File: src/design/ppdpt_pkg.sv
// Shared types, phase codes, register indexes and reset values
// for the pedal phase-delay pulse trigger. No dependencies.
`timescale 1ns / 1ps
`default_nettype none

package ppdpt_pkg;

  // Millisecond counter width
  localparam int TimeW = 8;
  localparam int CfgIdxW = 4;
  localparam int CfgDataW = 8;

  // Phase codes
  localparam logic [2:0] PH_IDLE     = 3'd0;
  localparam logic [2:0] PH_DEBOUNCE = 3'd1;
  localparam logic [2:0] PH_SETTLE   = 3'd2;
  localparam logic [2:0] PH_WAITZERO = 3'd3;
  localparam logic [2:0] PH_DELAY    = 3'd4;
  localparam logic [2:0] PH_FIRE     = 3'd5;
  localparam logic [2:0] PH_RELEASE  = 3'd6;

  // Register indexes
  localparam logic [CfgIdxW-1:0] CFG_DEBOUNCE  = 4'd0;
  localparam logic [CfgIdxW-1:0] CFG_MIN_DELAY = 4'd1;
  localparam logic [CfgIdxW-1:0] CFG_MAX_DELAY = 4'd2;
  localparam logic [CfgIdxW-1:0] CFG_PULSE     = 4'd3;

  // Register reset values
  localparam logic [7:0] RST_DEBOUNCE  = 8'd100;
  localparam logic [7:0] RST_MIN_DELAY = 8'd3;
  localparam logic [7:0] RST_MAX_DELAY = 8'd5;
  localparam logic [7:0] RST_PULSE     = 8'd1;

  typedef struct packed {
    logic       pedal_level;
    logic       comparator_out;
    logic [7:0] knob_value;
    logic       ms_strobe;
  } in_item_t;

  typedef struct packed {
    logic       fire_level;
    logic [2:0] phase;
  } out_item_t;

  typedef struct packed {
    logic [7:0] debounce_ms;
    logic [7:0] min_delay_ms;
    logic [7:0] max_delay_ms;
    logic [7:0] pulse_ms;
  } cfg_t;

endpackage

`default_nettype wire

File: src/design/pedal_phase_delay_pulse_trigger.sv
// Top level of the pedal phase-delay pulse trigger: beat registers and handshakes.
// Depends on ppdpt_pkg, ppdpt_cfg_regs and ppdpt_core.
//
//   port group | dir | handshake           | beat payload
//   in_*       | in  | in_valid / in_stall   | in_item_t  (pedal, comparator, knob, strobe)
//   out_*      | out | out_valid / out_stall | out_item_t (fire level, phase)
//   cfg_*      | in  | cfg_valid / cfg_ready | register index, 8-bit write data
//
// One beat per clock sustained while out_stall is low; each input beat yields
// exactly one result beat. An accepted beat passes the input register, then the
// phase logic into the result register, before the result is offered. The phase
// state updates in the same cycle as the result register loads, so consecutive
// beats chain without bubbles.
// Reset (synchronous, rst_n low) empties both beat registers, sets the phase to
// idle and loads the register defaults. A stalled result holds in place; a new
// input beat still enters while the input register is free.
`timescale 1ns / 1ps
`default_nettype none

module pedal_phase_delay_pulse_trigger
  import ppdpt_pkg::*;
(
  input  wire logic                clk,
  input  wire logic                rst_n,
  // input beats
  input  wire logic                in_valid,
  output logic                     in_stall,
  input  wire in_item_t            in_data,
  // result beats
  output logic                     out_valid,
  input  wire logic                out_stall,
  output out_item_t                out_data,
  // register writes
  input  wire logic                cfg_valid,
  output logic                     cfg_ready,
  input  wire logic [CfgIdxW-1:0]  cfg_index,
  input  wire logic [CfgDataW-1:0] cfg_wdata
);

  cfg_t      cfg;
  in_item_t  s1_data_r;
  logic      s1_valid_r, s1_valid_nxt;
  out_item_t out_data_r;
  logic      out_valid_r, out_valid_nxt;
  out_item_t result;
  logic      in_take;
  logic      adv;

  // Registers always take writes
  assign cfg_ready = 1'b1;

  ppdpt_cfg_regs u_cfg (
    .clk      (clk),
    .rst_n    (rst_n),
    .wr_en    (cfg_valid & cfg_ready),
    .wr_index (cfg_index),
    .wr_data  (cfg_wdata),
    .cfg      (cfg)
  );

  // Advance the held beat when the result register is empty or draining
  assign adv      = s1_valid_r & ~(out_valid_r & out_stall);
  assign in_stall = s1_valid_r & ~adv;
  assign in_take  = in_valid & ~in_stall;

  ppdpt_core u_core (
    .clk    (clk),
    .rst_n  (rst_n),
    .adv    (adv),
    .item   (s1_data_r),
    .cfg    (cfg),
    .result (result)
  );

  always_comb begin
    // hold the input beat until it advances; refill on a new accept
    if (in_take) begin
      s1_valid_nxt = 1'b1;
    end else if (adv) begin
      s1_valid_nxt = 1'b0;
    end else begin
      s1_valid_nxt = s1_valid_r;
    end
    // result stays until taken
    if (adv) begin
      out_valid_nxt = 1'b1;
    end else if (!out_stall) begin
      out_valid_nxt = 1'b0;
    end else begin
      out_valid_nxt = out_valid_r;
    end
  end

  always_ff @(posedge clk) begin
    if (!rst_n) begin
      s1_valid_r  <= 1'b0;
      out_valid_r <= 1'b0;
    end else begin
      s1_valid_r  <= s1_valid_nxt;
      out_valid_r <= out_valid_nxt;
    end
  end

  always_ff @(posedge clk) begin
    if (in_take) begin
      s1_data_r <= in_data;
    end
    if (adv) begin
      out_data_r <= result;
    end
  end

  assign out_valid = out_valid_r;
  assign out_data  = out_data_r;

  // Fire output tracks the fire phase in every delivered beat
  a_fire_matches_phase: assert property (@(posedge clk) disable iff (!rst_n)
    out_valid_r |-> (out_data_r.fire_level == (out_data_r.phase == PH_FIRE)))
    else $error("fire level disagrees with phase");

  // Unused phase code never leaves the block
  a_phase_in_range: assert property (@(posedge clk) disable iff (!rst_n)
    out_valid_r |-> (out_data_r.phase <= PH_RELEASE))
    else $error("phase code out of range");

  // Input stalls only when both beat registers are occupied
  a_stall_only_full: assert property (@(posedge clk) disable iff (!rst_n)
    in_stall |-> (s1_valid_r && out_valid_r))
    else $error("input stalled with room available");

  // An advanced beat always lands in the result register
  a_adv_delivers: assert property (@(posedge clk) disable iff (!rst_n)
    adv |=> out_valid_r)
    else $error("advanced beat lost");

endmodule

`default_nettype wire

File: src/design/ppdpt_cfg_regs.sv
// Configuration register file for the pedal trigger.
// Depends on ppdpt_pkg.
`timescale 1ns / 1ps
`default_nettype none

module ppdpt_cfg_regs
  import ppdpt_pkg::*;
(
  input  wire logic                clk,
  input  wire logic                rst_n,
  input  wire logic                wr_en,
  input  wire logic [CfgIdxW-1:0]  wr_index,
  input  wire logic [CfgDataW-1:0] wr_data,
  output cfg_t                     cfg
);

  cfg_t cfg_r;
  cfg_t cfg_nxt;

  always_comb begin
    cfg_nxt = cfg_r;
    if (wr_en) begin
      unique case (wr_index)
        CFG_DEBOUNCE:  cfg_nxt.debounce_ms  = wr_data;
        CFG_MIN_DELAY: cfg_nxt.min_delay_ms = wr_data;
        CFG_MAX_DELAY: cfg_nxt.max_delay_ms = wr_data;
        CFG_PULSE:     cfg_nxt.pulse_ms     = wr_data;
        default:       cfg_nxt = cfg_r; // drop writes beyond the list
      endcase
    end
  end

  always_ff @(posedge clk) begin
    if (!rst_n) begin
      cfg_r.debounce_ms  <= RST_DEBOUNCE;
      cfg_r.min_delay_ms <= RST_MIN_DELAY;
      cfg_r.max_delay_ms <= RST_MAX_DELAY;
      cfg_r.pulse_ms     <= RST_PULSE;
    end else begin
      cfg_r <= cfg_nxt;
    end
  end

  assign cfg = cfg_r;

endmodule

`default_nettype wire

File: src/design/ppdpt_delay_calc.sv
// Knob-scaled delay: min + knob*(max-min)/255, clamped to min when max < min.
// Depends on ppdpt_pkg.
`timescale 1ns / 1ps
`default_nettype none

module ppdpt_delay_calc
  import ppdpt_pkg::*;
(
  input  wire logic [7:0] knob,
  input  wire cfg_t       cfg,
  output logic [7:0]      delay
);

  logic [7:0]  span;
  logic [15:0] prod;
  logic [16:0] q_sum;
  logic [7:0]  quot;
  logic [8:0]  total;

  always_comb begin
    span  = cfg.max_delay_ms - cfg.min_delay_ms;
    prod  = 16'(knob) * 16'(span);
    // divide by 255: (x + (x >> 8) + 1) >> 8 is exact for x <= 255*255
    q_sum = 17'(prod) + 17'(prod[15:8]) + 17'd1;
    quot  = q_sum[15:8];
    total = 9'(cfg.min_delay_ms) + 9'(quot);
    if (cfg.max_delay_ms < cfg.min_delay_ms) begin
      delay = cfg.min_delay_ms;
    end else begin
      delay = total[7:0];
    end
  end

endmodule

`default_nettype wire

File: src/design/ppdpt_core.sv
// Phase sequencer: debounce, settle, zero-cross wait, delay, fire, release.
// Depends on ppdpt_pkg and ppdpt_delay_calc.
`timescale 1ns / 1ps
`default_nettype none

module ppdpt_core
  import ppdpt_pkg::*;
(
  input  wire logic     clk,
  input  wire logic     rst_n,
  input  wire logic     adv,
  input  wire in_item_t item,
  input  wire cfg_t     cfg,
  output out_item_t     result
);

  logic [2:0]       phase_r, phase_nxt;
  logic [TimeW-1:0] ms_count_r, ms_count_nxt;
  logic             clean_r, clean_nxt;
  logic [7:0]       delay_target_r, delay_target_nxt;

  logic [7:0]       delay_calc;
  logic [TimeW-1:0] cnt_inc;
  logic             clean_win;
  logic             win_done;

  ppdpt_delay_calc u_delay (
    .knob  (item.knob_value),
    .cfg   (cfg),
    .delay (delay_calc)
  );

  always_comb begin
    cnt_inc   = ms_count_r + TimeW'(item.ms_strobe);
    clean_win = clean_r & item.pedal_level;
    win_done  = (cnt_inc >= TimeW'(cfg.debounce_ms));

    phase_nxt        = phase_r;
    ms_count_nxt     = ms_count_r;
    clean_nxt        = clean_r;
    delay_target_nxt = delay_target_r;

    unique case (phase_r)
      PH_IDLE: begin
        if (item.pedal_level) begin
          phase_nxt    = PH_DEBOUNCE;
          ms_count_nxt = '0;
          clean_nxt    = 1'b1;
        end
      end
      PH_DEBOUNCE: begin
        clean_nxt    = clean_win;
        ms_count_nxt = cnt_inc;
        if (win_done) begin
          phase_nxt    = clean_win ? PH_SETTLE : PH_IDLE;
          ms_count_nxt = '0;
        end
      end
      PH_SETTLE: begin
        if (item.ms_strobe) begin
          phase_nxt = PH_WAITZERO;
        end
      end
      PH_WAITZERO: begin
        if (!item.comparator_out) begin
          delay_target_nxt = delay_calc;
          phase_nxt        = PH_DELAY;
          ms_count_nxt     = '0;
        end
      end
      PH_DELAY: begin
        ms_count_nxt = cnt_inc;
        if (cnt_inc >= TimeW'(delay_target_r)) begin
          phase_nxt    = PH_FIRE;
          ms_count_nxt = '0;
        end
      end
      PH_FIRE: begin
        ms_count_nxt = cnt_inc;
        if (cnt_inc >= TimeW'(cfg.pulse_ms)) begin
          phase_nxt    = PH_RELEASE;
          ms_count_nxt = '0;
          clean_nxt    = 1'b1;
        end
      end
      PH_RELEASE: begin
        if (!item.pedal_level && (ms_count_r == '0) && clean_r) begin
          // released before the first strobe of the window
          phase_nxt = PH_IDLE;
          clean_nxt = 1'b0;
        end else begin
          clean_nxt    = clean_win;
          ms_count_nxt = cnt_inc;
          if (win_done) begin
            ms_count_nxt = '0;
            if (!clean_win) begin
              phase_nxt = PH_IDLE;
            end
          end
        end
      end
      default: begin
        phase_nxt    = PH_IDLE;
        ms_count_nxt = '0;
        clean_nxt    = 1'b0;
      end
    endcase

    result.fire_level = (phase_nxt == PH_FIRE);
    result.phase      = phase_nxt;
  end

  always_ff @(posedge clk) begin
    if (!rst_n) begin
      phase_r        <= PH_IDLE;
      ms_count_r     <= '0;
      clean_r        <= 1'b0;
      delay_target_r <= '0;
    end else if (adv) begin
      phase_r        <= phase_nxt;
      ms_count_r     <= ms_count_nxt;
      clean_r        <= clean_nxt;
      delay_target_r <= delay_target_nxt;
    end
  end

endmodule

`default_nettype wire
File: config.mk
export PLATFORM = sky130hd
export DESIGN_NAME = pedal_phase_delay_pulse_trigger
export DESIGN_NICKNAME = d
export VERILOG_FILES = /design/src/design/ppdpt_pkg.sv /design/src/design/pedal_phase_delay_pulse_trigger.sv /design/src/design/ppdpt_cfg_regs.sv /design/src/design/ppdpt_delay_calc.sv /design/src/design/ppdpt_core.sv
export SDC_FILE = /design/constraint.sdc
export NUM_CORES = 1
export LEC_CHECK = 0
export BUFFER_PORTS_ARGS = -buffer_cell sky130_fd_sc_hd__buf_2
export CAP_MARGIN = 0
export CELL_PAD_IN_SITES_DETAIL_PLACEMENT = 1
export CELL_PAD_IN_SITES_GLOBAL_PLACEMENT = 1
export CORE_MARGIN = 2
export CORE_UTILIZATION = 50
export CTS_BUF_LIST = sky130_fd_sc_hd__clkbuf_8
export DETAILED_ROUTE_END_ITERATION = 8
export PLACE_DENSITY_LB_ADDON = 0.1
export SETUP_SLACK_MARGIN = 0.02
export SLEW_MARGIN = 20
export SYNTH_ARGS = -nofsm -noshare
export SYNTH_HDL_FRONTEND = slang
export SYNTH_HIERARCHICAL = 1
export SYNTH_SLANG_ARGS = --single-unit
File: constraint.sdc
create_clock -name clk -period 13.2 [get_ports clk]
set_clock_uncertainty 0.1 [all_clocks]
set_input_delay 0.66 -clock clk [delete_from_list [all_inputs] [get_ports clk]]
set_output_delay 0.66 -clock clk [all_outputs]
set_load 0.02 [all_outputs]
# Word level (Yosys, flattened, before mapping)
# Index checks and enable logic that the tools add are counted.
# Widths: inputs -> output; s select.
# op_classes
addsub,5
n_mul,1
magnitude_cmp,4
n_eq_ne,15
mux,27
n_bitwise,11
reduce_logical,15
# op_table
op,count
$mux 8,7
$pmux 8 s7,1
$mux 3,9
$ge 8x8->1,3
$pmux 3 s7,1
$add 16x1->16 const B,1
$add 16x8->16,1
$mul 8x8->16,1
$eq 3x3->1 const B,4
$add 8x1->8,1
$add 8x8->8,1
$eq 4x2->1 const B,2
$logic_not 8->1,1
$lt 8x8->1,1
$reduce_and 2->1,4
$sub 8x8->8,1
$mux 1,7
$eq 3x2->1 const B,2
$ne 2x2->1 const B,3
$not 1->1,6
$and 1x1->1,5
$pmux 1 s5,1
$reduce_and 5->1,1
$eq 4x1->1 const B,1
other kinds (11),13
# word_totals
ff_bits,69
input_bits,28
out_inout_bits,7
word_cells,94

# Depth between registers and ports, before layout
# depth
depth_word,8
mapped_depth,45
ltp_nobuf,44

# Cells and area by module
# Netlist, hierarchy kept.
# by_module_without_submodules
module,n_inst,cells_per_inst,area_per_inst_um2,seq_area_each_um2
ppdpt_delay_calc,1,417,3432.0,0.0
ppdpt_core,1,223,1760.4,400.4
ppdpt_cfg_regs,1,128,1267.5,640.6
pedal_phase_delay_pulse_trigger,1,25,545.5,490.5

# Least setup slack after synthesis
# No wires, ideal clock.
# synth_path
path_type,register to register
startpoint,"register u_cfg.cfg_r, in the netlist u_cfg/cfg[17]"
endpoint,register u_core.delay_target_r[7]
arrival_time_ns,9.059
required_ns,12.969
slack_ns,3.910
stages_incl_launch_ff,45
period_less_slack_ns,9.290
path_cell_list,dfxtp_1 inv_1 ha_1 nor2b_1 o21ai_0 a21boi_0 o21ai_0 nand2b_1 a21o_1 a21oi_1 xnor2_1 nand2_1 fa_1 fa_1 inv_1 fa_1 inv_1 fa_1 [... 9 more ...] a21oi_1 maj3_1 o21ai_0 o31a_1 nor3_1 xor2_1 ha_1 a21oi_1 o211ai_1 o21ai_0 nand2b_1 a21oi_1 xnor2_1 or4_1 mux2i_1 a2111oi_2 mux2i_1 nor2_1
# synth_between
elab_chain_len,6
word_cells_on_any_way,7
classes_between,add/sub (4); mul (1); order compare (1); mux (1)
# synth_rtl
element,line_no,text
from (decl),ppdpt_cfg_regs.sv:17,cfg_t cfg_r;
from (signal assigned),ppdpt_cfg_regs.sv:40,cfg_r <= cfg_nxt;
$sub 8x8->8,ppdpt_delay_calc.sv:21,span = cfg.max_delay_ms - cfg.min_delay_ms;
$mul 8x8->16,ppdpt_delay_calc.sv:22,prod = 16'(knob) * 16'(span);
$add 16x8->16,ppdpt_delay_calc.sv:24,q_sum = 17'(prod) + 17'(prod[15:8]) + 17'd1;
$add 16x1->16,ppdpt_delay_calc.sv:24,
$add 8x8->8,ppdpt_delay_calc.sv:26,total = 9'(cfg.min_delay_ms) + 9'(quot);
$mux 8 *,ppdpt_delay_calc.sv:27,if (cfg.max_delay_ms < cfg.min_delay_ms) begin
net u_core.delay_calc[7],ppdpt_core.sv:22,logic [7:0] delay_calc;
to (signal assigned),ppdpt_core.sv:123,delay_target_r <= delay_target_nxt;
to (decl),ppdpt_core.sv:20,"logic [7:0] delay_target_r, delay_target_nxt;"
# Mark *: on every way through the listed nets, which the timed path passes. The rest lies on a longest branch.
# A chain may end at the register's enable or synchronous reset.

# Worst setup path in the final report
# layout_path
startpoint,"register u_cfg.cfg_r, in the netlist u_cfg/cfg[8]"
endpoint,register u_core.delay_target_r[7]
# The elaborated chain is that of the path after synthesis.

==> results.toml <==
[cts]
root_buffer = "clkbuf_8"
clock_path_buffers = 2
clock_latency_ns = 0.36
numClockSinks = 69
cts_tree = "yes"
cts-hold-fix-buffers = 0
cts_buffers = 9
cts_max_level = 3
postCtsSetupRepairBufs = 0
clk_pin_slew_ns = 0.08
cts_resized = 0

[worst_setup_path]
slowest_delay_ns = 0.57
worst_setup_path_end_kind = "flip-flop"
crit-reg2reg-launch = "u_cfg/cfg[8]"
startpoint = "u_cfg/cfg[8]"
critical_path_class = "reg2reg"
r2r_setup_slack_ns = 2.57
reg2reg_depth = 42
crit_required_ns = 13.33
worst_path_most_repeated_cell = "fa_1"
worstReg2RegEnd = "u_core/delay_target_r[7]"
path_max_fanout = 8
cp-start-kind = "flip-flop"
critPathArrivalTime_ns = 10.76
critical-path-slowest-cell = "xor2_1"
setup.worst_path.end = "u_core/delay_target_r[7]"

[synth]
postSynthCellCount = 793
yosys_warnings = 6
syn_area_per_cell_um2 = 8.83
synthFlopType = "dfxtp_1"
synth.distinct_cells = 87
synth_fa_ha_area_frac = 0.260
async_flop_share = 0
netlist_area_um2 = 7010
synth-edff-count = 15
synth_compound_area_frac = 0.150
synth-xor-area-share = 0.0430
seq_area_frac_synth = 0.219
muxShareOfSynthArea = 0.0561
yosys.area_share.simple = 0.204
ys_ff_latch = 69
synth_top_family_by_area = "adder cells"
syn_nets = 943

[pwr]
power.total_w = 0.000816
power.switching_w = 0.000322
combPwrFrac = 0.456
p_leak_nw = 3.62
clkPwrFrac = 0.262
powerDensity_nw_per_um2 = 108
pwr-share-seq = 0.282
p_int_w = 0.000495
p_sw_frac = 0.394
peakVddDrop_v = 0.0000616

[global_routing]
grt_pass1_wl_um = 31200
antenna_found_initial = 0
grt_max_degree = 50
grt_usage = 0.266
use_met3 = 0.0381
top_usage_layer = "met2"
grt-ovfl-total = 0
grt_pass1_vias = 6096
grtUsageMet1 = 0.371
use_met2 = 0.437

[sta]
hold_viol = 0
fmax_ghz = 0.0941
rsz0062_at_grt = "no"
drv_slew = 0
maxSlewHeadroom = 0.354
post-route-min-period_ns = 10.63
fin_ws_ns = 2.57
fin_crit_sh = 0.805
setup_violations = 0
setup_tns_ns = 0
worst_pin_slew_ns = 0.968

[floorplan]
core_um2 = 13800
die_area_um2 = 15000
dieHeight_um = 122
num_rows = 43
start_util = 0.509
io_pins = 35
die_w_um = 122

[cells_and_area]
final_util = 0.549
diodes = 0
final_common_cell = "inv_1"
final_cell_mix = "inv_1 (103), nand2_1 (87), ha_1 (84), dfxtp_1 (54), and2_1 (44)"
area_growth_pct = 7.97
final_net_count = 970
drive_above_1_share = 0.101

[min_path]
whs_path_depth = 2
hold_path_class = "reg2reg"

[route]
drt-initial-drc-count = 282
drc_errors = 0
wl_per_cell_um = 18.6
ant_nets = 0
vias = 5685
drt_first_pass_iters = 5
wl_um = 18700
vias_per_cell = 5.66

[run]
maxCapViolCount = 0

[place]
io_buffer_count = 33
place_congestion = 0.897
post-place-ws_ns = 2.70
dp_hpwl_um = 15000

[outcome]
status = "complete, no violations"
==> synthesized netlist by cell type (3+ instances only) <==
master	instances	area, um2
o21bai_1	3	22.5
buf_2	5	25.0
o21a_1	7	52.6
xnor2_1	13	114
or3_1	4	25.0
a21oi_1	34	170
ha_1	84	1050
nand3_1	11	55.1
o211ai_1	14	105
a211oi_1	8	60.1
or4_1	4	30.0
nand3b_1	4	30.0
nor2b_1	29	181
o31ai_1	3	22.5
a21boi_0	5	37.5
dfxtp_1	54	1080
nor2_1	36	135
and2_1	44	275
fa_1	38	761
nand2b_1	12	75.1
nor3_1	8	40.0
nand2_1	87	327
inv_1	103	387
a21o_1	6	45.0
or2_2	4	25.0
edfxtp_1	15	450
mux2i_1	37	370
o21ai_0	26	130
o221ai_1	3	26.3
clkbuf_1	10	37.5
xor2_1	15	131
nor3b_1	3	22.5
==> power groups by stage <==
| stage | clock network (W) | registers, W | logic, W |
|---|---|---|---|
| floorplan | 0 | 0.000231 | 0.000272 |
| global placement | 0 | 0.000234 | 0.000349 |
| detailed placement | 0 | 0.000234 | 0.000365 |
| CTS | 0.000219 | 0.000230 | 0.000370 |
| global route | 0.000226 | 0.000231 | 0.000415 |
| finish | 0.000214 | 0.000230 | 0.000373 |
==> metal layers <==
layer	share of wire	wire length [um]
met5	0	0
met4	0.0052	97
met3	0.034	635
met2	0.47	8840
met1	0.49	9130
==> state kept, by name, indices dropped and copies added (netlist names) <==
signal,cells
out_data,4
s1_data_r,11
u_core/ms_count_r,8
u_core/delay_target_r,8
u_cfg/cfg,32
u_core/clean_r,1
out_valid,1
u_core/phase_r,3
s1_valid_r,1
==> cells by family (layout without fill, tap and decap cells) <==
kind of cell | count (synthesis) | count (layout)
and+or+nand+nor | 265 | 265
adders and majority gates | 123 | 123
AOI/OAI and AO/OA | 144 | 144
muxes | 39 | 39
xor gates and xnor gates | 31 | 31
DFF | 69 | 69
buffers and inverters | 121 | 153
other | 1 | 1
==> worst min-delay path by stage <==
stage                              from       endpoint  slack [ns]
after floorplan           u_cfg/cfg[31]  u_cfg/cfg[31]        0.33
after detailed placement  u_cfg/cfg[27]  u_cfg/cfg[27]        0.36
after CTS                    in_data[5]   s1_data_r[5]        0.36
final                     u_cfg/cfg[27]  u_cfg/cfg[27]        0.36
after global routing         in_data[2]   s1_data_r[2]        0.37
after global placement     u_cfg/cfg[7]   u_cfg/cfg[7]        0.35
==> worst max-delay path: cells and delay by family, from the launching register on <==
| kind | cells | cell delay [ns] |
|---|---|---|
| flip-flops | 1 | 0.33 |
| AO/OA/AOI/OAI | 14 | 2.72 |
| buffers and inverters | 4 | 0.22 |
| multiplexers | 2 | 0.38 |
| adder cells (fa/ha/maj) | 10 | 4.05 |
| AND/OR/NAND/NOR | 9 | 1.66 |
| XOR/XNOR | 3 | 1.01 |
==> area by class of cell <==
class	count	area (um2)
clock inverters	7	121
fillers	1667	6210
clock buffers	9	124
well taps	180	225
inverters	103	387
flip-flops and latches	69	1530
multi-input cells	603	5000
repair buffers	34	173
==> per-stage QoR <==
stage          hold slack (ns)  std cells  cell area [um2]
6_report                 0.364       1005             7560
3_5_place_dp             0.359        989             7320
4_1_cts                  0.362       1005             7560
3_3_place_gp             0.349        989             7320
2_1_floorplan            0.335        793             7010
5_1_grt                  0.365       1005             7560
Note: power is estimated with default switching activity, not from simulation.
